**src/design/lttc_pkg.sv**
```systemverilog
// Package for the lidar time-to-collision brake block.
// Holds sizes, register indexes, polynomial constants and state codes.
// No dependencies.
`timescale 1ns / 1ps

package lttc_pkg;

  localparam int COS_TABLE_BITS = 10;
  localparam int TTC_BITS       = 24;

  localparam int CFG_IDX_W  = 3;
  localparam int CFG_DATA_W = 16;
  localparam int ANGLE_W    = 18;
  localparam int QUOT_W     = 26;   // range*1000*2^16 / 2^16 < 2^26
  localparam int CMP_W      = 33;

  localparam logic [CFG_IDX_W-1:0] REG_THRESHOLD  = 3'd0;
  localparam logic [CFG_IDX_W-1:0] REG_START      = 3'd1;
  localparam logic [CFG_IDX_W-1:0] REG_STEP       = 3'd2;
  localparam logic [CFG_IDX_W-1:0] REG_MIN_RANGE  = 3'd3;
  localparam logic [CFG_IDX_W-1:0] REG_WIN_LOW    = 3'd4;
  localparam logic [CFG_IDX_W-1:0] REG_WIN_HIGH   = 3'd5;

  localparam logic [15:0] RST_THRESHOLD = 16'd1000;
  localparam logic [15:0] RST_START     = 16'h8000;
  localparam logic [13:0] RST_STEP      = 14'd182;
  localparam logic [15:0] RST_MIN_RANGE = 16'd120;
  localparam logic [15:0] RST_WIN_LOW   = 16'hC000;
  localparam logic [15:0] RST_WIN_HIGH  = 16'h4000;

  // table address keeps the top COS_TABLE_BITS of the 16-bit angle
  localparam logic [15:0] COS_ADDR_MASK = 16'hFFFF << (16 - COS_TABLE_BITS);

  // cos polynomial coefficients, Q16
  localparam logic signed [17:0] POLY_C4  = 18'sd60;
  localparam logic signed [17:0] POLY_C3  = 18'sd1367;
  localparam logic signed [17:0] POLY_C2  = 18'sd16625;
  localparam logic signed [17:0] POLY_C1  = 18'sd80852;
  localparam logic signed [17:0] POLY_ONE = 18'sd65536;

  localparam logic [31:0] RATE_FLOOR = 32'd65536;   // 1 mm/s in Q16

  localparam logic [TTC_BITS-1:0] TTC_MAX = '1;
  localparam logic [23:0]         OUT_TTC_MAX = 24'hFFFFFF;

  localparam logic CMD_RAY   = 1'b0;
  localparam logic CMD_SPEED = 1'b1;

  // multiplier sequence steps
  localparam logic [2:0] MS_USQ   = 3'd0;
  localparam logic [2:0] MS_T4    = 3'd1;
  localparam logic [2:0] MS_T3    = 3'd2;
  localparam logic [2:0] MS_T2    = 3'd3;
  localparam logic [2:0] MS_T1    = 3'd4;
  localparam logic [2:0] MS_RATE  = 3'd5;
  localparam logic [2:0] MS_CHECK = 3'd6;

  localparam logic [3:0] DIV_LAST = 4'd12;   // last divider step, 2 quotient bits per step

endpackage

```
**src/design/lidar_ttc_emergency_brake.sv**
```systemverilog
// Lidar time-to-collision emergency brake, top level.
// One shared 18x18 multiplier for cos and closing rate, then a 2-bit/cycle divider.
// Depends on lttc_pkg.
`timescale 1ns / 1ps

//  channel  | signals                                        | dir
//  ---------+------------------------------------------------+-----
//  in       | in_valid/in_ready, cmd, range_mm, range_bad,   | in
//           | last_ray, speed_mms                            |
//  out      | out_valid/out_ready, filtered_range_mm,        | out
//           | filtered_is_inf, scan_done, brake, min_ttc_ms  |
//  cfg      | cfg_we, cfg_index, cfg_data                    | in
//
// A speed update gives no result. A ray that yields a TTC runs the shared
// multiplier (cos polynomial, then speed*cos), then the divider, then a final
// min-TTC update; a ray with no closing rate skips the divider, and a bad or
// too short ray goes straight to output. in_ready is high only in idle.
// The result sits in an output register; a stalled out_ready holds the block in
// its final step until the register frees up. Reset is synchronous, no clear pass.

module lidar_ttc_emergency_brake (
  input  logic                           clk,
  input  logic                           rst,
  input  logic                           in_valid,
  output logic                           in_ready,
  input  logic                           cmd,
  input  logic [15:0]                    range_mm,
  input  logic                           range_bad,
  input  logic                           last_ray,
  input  logic signed [15:0]             speed_mms,
  output logic                           out_valid,
  input  logic                           out_ready,
  output logic [15:0]                    filtered_range_mm,
  output logic                           filtered_is_inf,
  output logic                           scan_done,
  output logic                           brake,
  output logic [23:0]                    min_ttc_ms,
  input  logic                           cfg_we,
  input  logic [lttc_pkg::CFG_IDX_W-1:0] cfg_index,
  input  logic [lttc_pkg::CFG_DATA_W-1:0] cfg_data
);

  localparam logic [2:0] S_IDLE = 3'd0;
  localparam logic [2:0] S_MUL  = 3'd1;
  localparam logic [2:0] S_DIV  = 3'd2;
  localparam logic [2:0] S_FIN  = 3'd3;
  localparam logic [2:0] S_OUT  = 3'd4;

  // configuration
  logic [15:0] thr;
  logic [15:0] start_ang;
  logic [13:0] ang_step;
  logic [15:0] range_floor;
  logic [15:0] win_low;
  logic [15:0] win_high;

  // scan state
  logic signed [15:0]                   fwd_speed;
  logic [lttc_pkg::ANGLE_W-1:0]         ray_angle;
  logic [lttc_pkg::TTC_BITS-1:0]        min_ttc;
  logic                                 brake_flag;

  // sequencer
  logic [2:0]  state;
  logic [2:0]  mstep;
  logic [3:0]  dcnt;

  // per-item registers
  logic [15:0] f_range;
  logic        f_inf;
  logic        last_q;
  logic        cos_neg;
  logic [16:0] u_reg;
  logic [16:0] u2;
  logic signed [35:0] prod;
  logic [31:0] den;
  logic [31:0] rem;
  logic [25:0] nsh;
  logic [lttc_pkg::QUOT_W-1:0] quot;

  // combinational
  logic [lttc_pkg::ANGLE_W-1:0] start_ext;
  logic [lttc_pkg::ANGLE_W-1:0] step_ext;
  logic        in_window;
  logic        ttc_ok;
  logic [15:0] cos_addr;
  logic [13:0] qx;
  logic [14:0] qx_fold;
  logic [25:0] range_k;
  logic signed [17:0] p_hi;
  logic signed [17:0] c_raw;
  logic signed [17:0] c_clamp;
  logic signed [17:0] mul_a;
  logic signed [17:0] mul_b;
  logic signed [35:0] mul_p;
  logic signed [35:0] rate;
  logic        rate_pos;
  logic [32:0] ds1;
  logic [32:0] ds2;
  logic [lttc_pkg::TTC_BITS-1:0] ttc_sat;
  logic        out_free;
  logic        brake_now;

  function automatic logic [32:0] div_step(logic [31:0] r, logic b, logic [31:0] d);
    logic [32:0] r2;
    logic [32:0] diff;
    r2   = {r, b};
    diff = r2 - {1'b0, d};
    if (r2 >= {1'b0, d}) begin
      return {1'b1, diff[31:0]};
    end
    return {1'b0, r2[31:0]};
  endfunction

  assign start_ext = {{2{start_ang[15]}}, start_ang};
  assign step_ext  = {{4{ang_step[13]}}, ang_step};

  assign in_window = ($signed(ray_angle) >= $signed({{2{win_low[15]}}, win_low})) &&
                     ($signed(ray_angle) <= $signed({{2{win_high[15]}}, win_high}));
  assign ttc_ok = !range_bad && (range_mm >= range_floor);

  assign cos_addr = ray_angle[15:0] & lttc_pkg::COS_ADDR_MASK;
  assign qx       = cos_addr[13:0];
  assign qx_fold  = cos_addr[14] ? (15'd16384 - {1'b0, qx}) : {1'b0, qx};

  // range * 1000 = range*1024 - range*16 - range*8
  assign range_k = {range_mm, 10'b0} - {6'b0, range_mm, 4'b0} - {7'b0, range_mm, 3'b0};

  assign p_hi    = $signed({1'b0, prod[32:16]});
  assign c_raw   = lttc_pkg::POLY_ONE - p_hi;
  assign c_clamp = c_raw[17] ? 18'sd0 : c_raw;

  always_comb begin
    mul_a = $signed({1'b0, u_reg});
    mul_b = $signed({1'b0, u_reg});
    case (mstep)
      lttc_pkg::MS_T4: begin
        mul_a = p_hi;
        mul_b = lttc_pkg::POLY_C4;
      end
      lttc_pkg::MS_T3: begin
        mul_a = $signed({1'b0, u2});
        mul_b = lttc_pkg::POLY_C3 - p_hi;
      end
      lttc_pkg::MS_T2: begin
        mul_a = $signed({1'b0, u2});
        mul_b = lttc_pkg::POLY_C2 - p_hi;
      end
      lttc_pkg::MS_T1: begin
        mul_a = $signed({1'b0, u2});
        mul_b = lttc_pkg::POLY_C1 - p_hi;
      end
      lttc_pkg::MS_RATE: begin
        mul_a = {{2{fwd_speed[15]}}, fwd_speed};
        mul_b = c_clamp;
      end
      default: begin
        mul_a = $signed({1'b0, u_reg});
        mul_b = $signed({1'b0, u_reg});
      end
    endcase
  end

  assign mul_p = mul_a * mul_b;

  // quadrants 1 and 2 carry a negative cosine
  assign rate     = cos_neg ? -prod : prod;
  assign rate_pos = !rate[35] && (rate != 36'sd0);

  assign ds1 = div_step(rem, nsh[25], den);
  assign ds2 = div_step(ds1[31:0], nsh[24], den);

  assign ttc_sat = (lttc_pkg::CMP_W'(quot) > lttc_pkg::CMP_W'(lttc_pkg::TTC_MAX)) ?
                   lttc_pkg::TTC_MAX : lttc_pkg::TTC_BITS'(quot);

  assign out_free  = !out_valid || out_ready;
  assign brake_now = lttc_pkg::CMP_W'(min_ttc) <= lttc_pkg::CMP_W'(thr);
  assign in_ready  = (state == S_IDLE);

  always_ff @(posedge clk) begin
    if (rst) begin
      thr         <= lttc_pkg::RST_THRESHOLD;
      start_ang   <= lttc_pkg::RST_START;
      ang_step    <= lttc_pkg::RST_STEP;
      range_floor <= lttc_pkg::RST_MIN_RANGE;
      win_low     <= lttc_pkg::RST_WIN_LOW;
      win_high    <= lttc_pkg::RST_WIN_HIGH;
      fwd_speed   <= '0;
      ray_angle   <= {{2{lttc_pkg::RST_START[15]}}, lttc_pkg::RST_START};
      min_ttc     <= lttc_pkg::TTC_MAX;
      brake_flag  <= 1'b0;
      state       <= S_IDLE;
      mstep       <= lttc_pkg::MS_USQ;
      dcnt        <= '0;
      out_valid   <= 1'b0;
    end else begin
      // in S_OUT the new request reloads the register instead
      if (out_valid && out_ready && (state != S_OUT)) begin
        out_valid <= 1'b0;
      end

      if (cfg_we) begin
        case (cfg_index)
          lttc_pkg::REG_THRESHOLD: thr <= cfg_data;
          lttc_pkg::REG_START: begin
            start_ang <= cfg_data;
            ray_angle <= {{2{cfg_data[15]}}, cfg_data};
          end
          lttc_pkg::REG_STEP:      ang_step    <= cfg_data[13:0];
          lttc_pkg::REG_MIN_RANGE: range_floor <= cfg_data;
          lttc_pkg::REG_WIN_LOW:   win_low     <= cfg_data;
          lttc_pkg::REG_WIN_HIGH:  win_high    <= cfg_data;
          default: ;
        endcase
      end

      unique case (state)
        S_IDLE: begin
          if (in_valid) begin
            if (cmd == lttc_pkg::CMD_SPEED) begin
              fwd_speed <= speed_mms;
            end else begin
              f_range <= (in_window && !range_bad) ? range_mm : 16'd0;
              f_inf   <= !(in_window && !range_bad);
              last_q  <= last_ray;
              cos_neg <= cos_addr[15] ^ cos_addr[14];
              u_reg   <= {qx_fold, 2'b0};
              rem     <= {16'b0, range_k[25:10]};
              nsh     <= {range_k[9:0], 16'b0};
              mstep   <= lttc_pkg::MS_USQ;
              state   <= ttc_ok ? S_MUL : S_OUT;
            end
          end
        end
        S_MUL: begin
          prod <= mul_p;
          if (mstep == lttc_pkg::MS_T4) begin
            u2 <= prod[32:16];
          end
          if (mstep == lttc_pkg::MS_CHECK) begin
            den  <= (rate < 36'sd65536) ? lttc_pkg::RATE_FLOOR : rate[31:0];
            dcnt <= '0;
            quot <= '0;
            state <= rate_pos ? S_DIV : S_OUT;
          end else begin
            mstep <= mstep + 3'd1;
          end
        end
        S_DIV: begin
          rem  <= ds2[31:0];
          nsh  <= {nsh[23:0], 2'b0};
          quot <= {quot[lttc_pkg::QUOT_W-3:0], ds1[32], ds2[32]};
          dcnt <= dcnt + 4'd1;
          if (dcnt == lttc_pkg::DIV_LAST) begin
            state <= S_FIN;
          end
        end
        S_FIN: begin
          if (ttc_sat < min_ttc) begin
            min_ttc <= ttc_sat;
          end
          state <= S_OUT;
        end
        S_OUT: begin
          if (out_free) begin
            out_valid         <= 1'b1;
            filtered_range_mm <= f_range;
            filtered_is_inf   <= f_inf;
            scan_done         <= last_q;
            brake             <= last_q ? brake_now : brake_flag;
            min_ttc_ms        <= (lttc_pkg::CMP_W'(min_ttc) >
                                  lttc_pkg::CMP_W'(lttc_pkg::OUT_TTC_MAX)) ?
                                 lttc_pkg::OUT_TTC_MAX : 24'(min_ttc);
            if (last_q) begin
              brake_flag <= brake_now;
              min_ttc    <= lttc_pkg::TTC_MAX;
              ray_angle  <= start_ext;
            end else begin
              ray_angle  <= ray_angle + step_ext;
            end
            state <= S_IDLE;
          end
        end
        default: state <= S_IDLE;
      endcase
    end
  end

endmodule
```
**config.mk**
```make
export PLATFORM = sky130hd
export DESIGN_NAME = lidar_ttc_emergency_brake
export DESIGN_NICKNAME = d
export VERILOG_FILES = /design/src/design/lttc_pkg.sv /design/src/design/lidar_ttc_emergency_brake.sv
export SDC_FILE = /design/constraint.sdc
export NUM_CORES = 2
export LEC_CHECK = 0
export BUFFER_PORTS_ARGS = -buffer_cell sky130_fd_sc_hd__buf_2
export CAP_MARGIN = 20
export CORE_MARGIN = 3
export CORE_UTILIZATION = 60
export CTS_CLUSTER_DIAMETER = 150
export DETAILED_ROUTE_END_ITERATION = 10
export PLACE_DENSITY = 0.77
export SLEW_MARGIN = 25
export SYNTH_ARGS = -nofsm -noshare
export SYNTH_HDL_FRONTEND = slang
export SYNTH_SLANG_ARGS = --single-unit
```
**constraint.sdc**
```tcl
create_clock -name clk -period 24 [get_ports clk]
set_clock_uncertainty 0.15 [all_clocks]
set_input_delay 4.8 -clock clk [delete_from_list [all_inputs] [get_ports clk]]
set_output_delay 4.8 -clock clk [all_outputs]
set_load 0.005 [all_outputs]
```
==> results <==
- The detailed-route DRC error count is 0.
- The static leakage is 17.7 nW.
- The maximum fanout count along the critical path is 13.
- The violation count after the first detailed-route iteration is 3392.
- Setup slack on the worst reg-to-reg path comes out at 12.66 ns.
- Of the total power, the share spent switching nets is 0.407.
- The mapped netlist covers 0.0375 mm2.
- The overall track demand over capacity in global routing is 0.316.
- The count of warnings emitted by yosys is 0.
- The share of total power dissipated in combinational logic is 0.468.
- The initialized floorplan defines 91 standard-cell rows.
- The internal portion of the total power is 1.70 mW.
- Among the stages of the critical path, the cell type that occurs most often is sky130_fd_sc_hd__fa_1.
- At the later pin of the worst-skew pair, clock insertion delay measures 0.58 ns.
- The number of levels the H-tree was split into is 2.
- The count of input and output buffers is 103.
- The estimated wirelength of the detail-placed design is 79600 um.
- The final route contains 31500 vias.
- The worst register-to-register path has a depth of 30.
- Prior to clock tree synthesis, the placed netlist has a worst setup slack of 12.81 ns.
- Of the total power, registers draw 0.276.
- The number of nets with antenna violations after routing is 0.
- The number of buffers added by the clock tree synthesis step is 41.
- The library cell occupying the most area in the post-synthesis netlist is sky130_fd_sc_hd__fa_1.
- The kind of critical path is reg2reg.
- The total nets after synthesis is 5004.
- The layout net count is 5010.
- The total count of hold-check failures in the final report is 0.
- The buffer cell driving the clock tree root is sky130_fd_sc_hd__clkbuf_16.
- By count the netlist is led by sky130_fd_sc_hd__inv_1, sky130_fd_sc_hd__nand2_1, sky130_fd_sc_hd__fa_1.
- The worst endpoint data arrival time is 11.50 ns.
- The count of hold-fix buffers inserted at cts is 0.
- The count of cell types in the netlist is 84.
- TritonCTS built the clock tree.
- The dominant cell by count in the synthesized netlist is sky130_fd_sc_hd__inv_1.
- The worst slack on hold paths is 0.269 ns.
- The average size of a mapped cell is 8.73 um2.
- For this design, the slowest cell found on the critical path is sky130_fd_sc_hd__nor2b_1.
- The endpoint of the worst hold-timing path is filtered_range_mm[11].
- The startpoint identified for the worst hold timing path is f_range[11].
- For this configuration, the core starts out at a cell density of 0.607.
- The critical path's largest stage delay is 0.90 ns.
- The overall die height is 256 um.
- Counting flops with an async set or reset pin after synthesis yields a share of 0.
- In this run, post-CTS repair resized a total of 0 instances.
- The capture point of the worst reg-to-reg path is prod[35].
- Ranked by flip-flop count, first place goes to prod.
- Before antenna repair, the detailed router went through 7 iterations.
- The actual transition at the worst max-transition pin is 1.14 ns.
- The clock slew seen by the registers of the worst setup and hold paths is 0.08 ns.
- The number of antenna violations at the first check in global routing came to 2.
- The fraction of synthesized cell area taken by the top area cell type is 0.182.
- Dividing the final minimum period by the clock period gives 0.472.
- The number of primary I/O pins is 104.
- The largest registers in the layout are prod: 36 flops, den: 32 flops, rem: 32 flops.
- Derived from the worst setup path, the maximum achievable clock frequency is 88.2 MHz.
- In this run the power density over the cells is 71.2 mW/mm2.
- The switching power of the nets is 1.17 mW.
- The run finished with clean final reports.
- STA classifies the critical path startpoint as a flip-flop.
- In the final routed layout, each cell accounts on average for 20.2 um.
- The count of pins over their slew limit is 0.
- The total die area is 0.0655 mm2.
- At the end of routability-driven placement, the weighted congestion stood at 0.983.
- The final critical-path required period is 11.34 ns.
- The wire length reported by the detailed router is 105000 um.
- The max-capacitance violation count is 0.
- The number of endpoints failing setup at the final stage is 0.
- The number of enable flip-flop cells after synthesis is 221.
- The number of setup buffers added after CTS is 0.
- After filler insertion, the fill cell instance count of the layout stands at 5137.
- The clock power share is 0.255.
- Setup slack closes at 12.66 ns.
- The sequential area share after synthesis is 0.265.
- The share of layout cells above drive strength 1 is 0.0639.
- The region available for standard cell placement spans 0.0617 mm2.
- The peak supply drop is 0.000153 V.
- The width of the chip is 256 um.
- The required arrival time at the worst endpoint is 24.16 ns.
- The gate count of the mapped netlist is 4294.
- In the synthesized netlist the dominant register cell turns out to be sky130_fd_sc_hd__edfxtp_1.
- The pin count of the biggest net entering global routing is 82.
- The worst setup path is captured at a flip-flop.
- From synthesis to final layout, the design area changed by 7.53%.
- After global routing the overflow that remains totals 0.
- The final sum of negative setup slack is 0 ns.
- The register with the most flip-flops in the layout has 36 of them.
- The via count of the first global-routing pass is 30500.
- After detailed routing, the number of vias per cell comes to 6.10.
- The total number of clock tree sinks is 385.
- The post-synthesis register bit count is 385.
- The first global-routing pass estimated 166000 um of wire.
- The worst hold path was traced through 0 stages.
- The maximum count of clock buffers along a single path is 3.
- Ranked by total cell area, the synthesized netlist is headed by sky130_fd_sc_hd__fa_1, sky130_fd_sc_hd__edfxtp_1, sky130_fd_sc_hd__ha_1, sky130_fd_sc_hd__dfxtp_1, sky130_fd_sc_hd__inv_1.
- Setup repair after global routing left no endpoint under its margin.
- The origin of the critical flop-to-flop path is prod[18].
- The worst pin sits at a relative slew slack of 0.221.
- The classification of the worst-slack hold path is reg2reg.
==> power groups by stage <==
stage | logic, mW | clock network (mW) | registers (mW)
6_report | 1.34 | 0.733 | 0.794
5_1_grt | 1.49 | 0.765 | 0.795
4_1_cts | 1.33 | 0.737 | 0.792
3_5_place_dp | 1.32 | 0 | 0.806
3_3_place_gp | 1.29 | 0 | 0.806
2_1_floorplan | 0.951 | 0 | 0.785
==> cell usage in the layout (no fill, tap or decap), types with 24 or more instances in the layout <==
master	n
sky130_fd_sc_hd__a211oi_1	51
sky130_fd_sc_hd__a21o_1	72
sky130_fd_sc_hd__a21oi_1	292
sky130_fd_sc_hd__and2_1	61
sky130_fd_sc_hd__buf_2	102
sky130_fd_sc_hd__buf_4	36
sky130_fd_sc_hd__clkbuf_16	43
sky130_fd_sc_hd__dfxtp_1	164
sky130_fd_sc_hd__edfxtp_1	221
sky130_fd_sc_hd__fa_1	341
sky130_fd_sc_hd__ha_1	310
sky130_fd_sc_hd__inv_1	602
sky130_fd_sc_hd__nand2_1	581
sky130_fd_sc_hd__nand2b_1	53
sky130_fd_sc_hd__nand3_1	75
sky130_fd_sc_hd__nand4_1	38
sky130_fd_sc_hd__nor2_1	325
sky130_fd_sc_hd__nor2b_1	31
sky130_fd_sc_hd__nor3_1	65
sky130_fd_sc_hd__o21a_1	35
sky130_fd_sc_hd__o21ai_0	151
sky130_fd_sc_hd__o22a_1	24
sky130_fd_sc_hd__or3_1	45
sky130_fd_sc_hd__xnor2_1	112
sky130_fd_sc_hd__xor2_1	59
==> worst max-delay path: cells and delay by family (launching register included) <==
family / cells / cell delay, ns
DFF: 1 / 0.61
adders and majority gates: 8 / 3.72
buffers and inverters: 4 / 0.43
and+or+nand+nor: 9 / 2.79
xor gates and xnor gates: 1 / 0.12
AOI/OAI and AO/OA: 8 / 3.22
==> cells by family after synthesis <==
kind of cell	after synthesis	share of synthesized area
multiplexers	23	0.00647
flip-flops	385	0.265
adder cells (fa/ha/maj)	651	0.286
buffers and inverters	781	0.0793
AO/OA/AOI/OAI	899	0.156
AND/OR/NAND/NOR	1384	0.168
XOR/XNOR	171	0.0400
==> cell type report <==
class,count,area (um2),area share
clock inverter,21,374,0.00928
inverter,604,2270,0.0562
multi-input combinational,3128,24700,0.613
sequential,385,9920,0.246
tap,837,1050,0.0260
clock buffer,54,1180,0.0292
timing repair buffer,140,818,0.0203
antenna,3,7.51,0.000186
==> worst max path at each step <==
stage | from | end | slack [ns] | depth (start not counted)
2_1_floorplan | rst | nsh[19] | 14.40 | 3
3_3_place_gp | mstep[0] | prod[35] | 13.11 | 28
3_5_place_dp | mstep[0] | prod[35] | 12.81 | 29
4_1_cts | mstep[0] | prod[35] | 12.79 | 29
5_1_grt | prod[18] | prod[35] | 12.24 | 30
6_report | prod[18] | prod[35] | 12.66 | 30
==> routing by layer <==
metal	part of all wire	GRT usage
met5	0	0
met4	0.049	0.138
met3	0.090	0.0528
met2	0.45	0.493
met1	0.41	0.436
==> through the flow <==
| stage | util | cells | power, mW | area, um2 |
|---|---|---|---|---|
| after floorplan | - | 4294 | 1.74 | 37500 |
| after global placement | 0.627 | 5092 | 2.10 | 38700 |
| after detailed placement | 0.627 | 5093 | 2.12 | 38700 |
| after CTS | 0.652 | 5168 | 2.85 | 40300 |
| after global routing | 0.653 | 5171 | 3.05 | 40300 |
| final | 0.653 | 5172 | 2.87 | 40300 |
No activity file was read; power rests on OpenSTA's default activity.
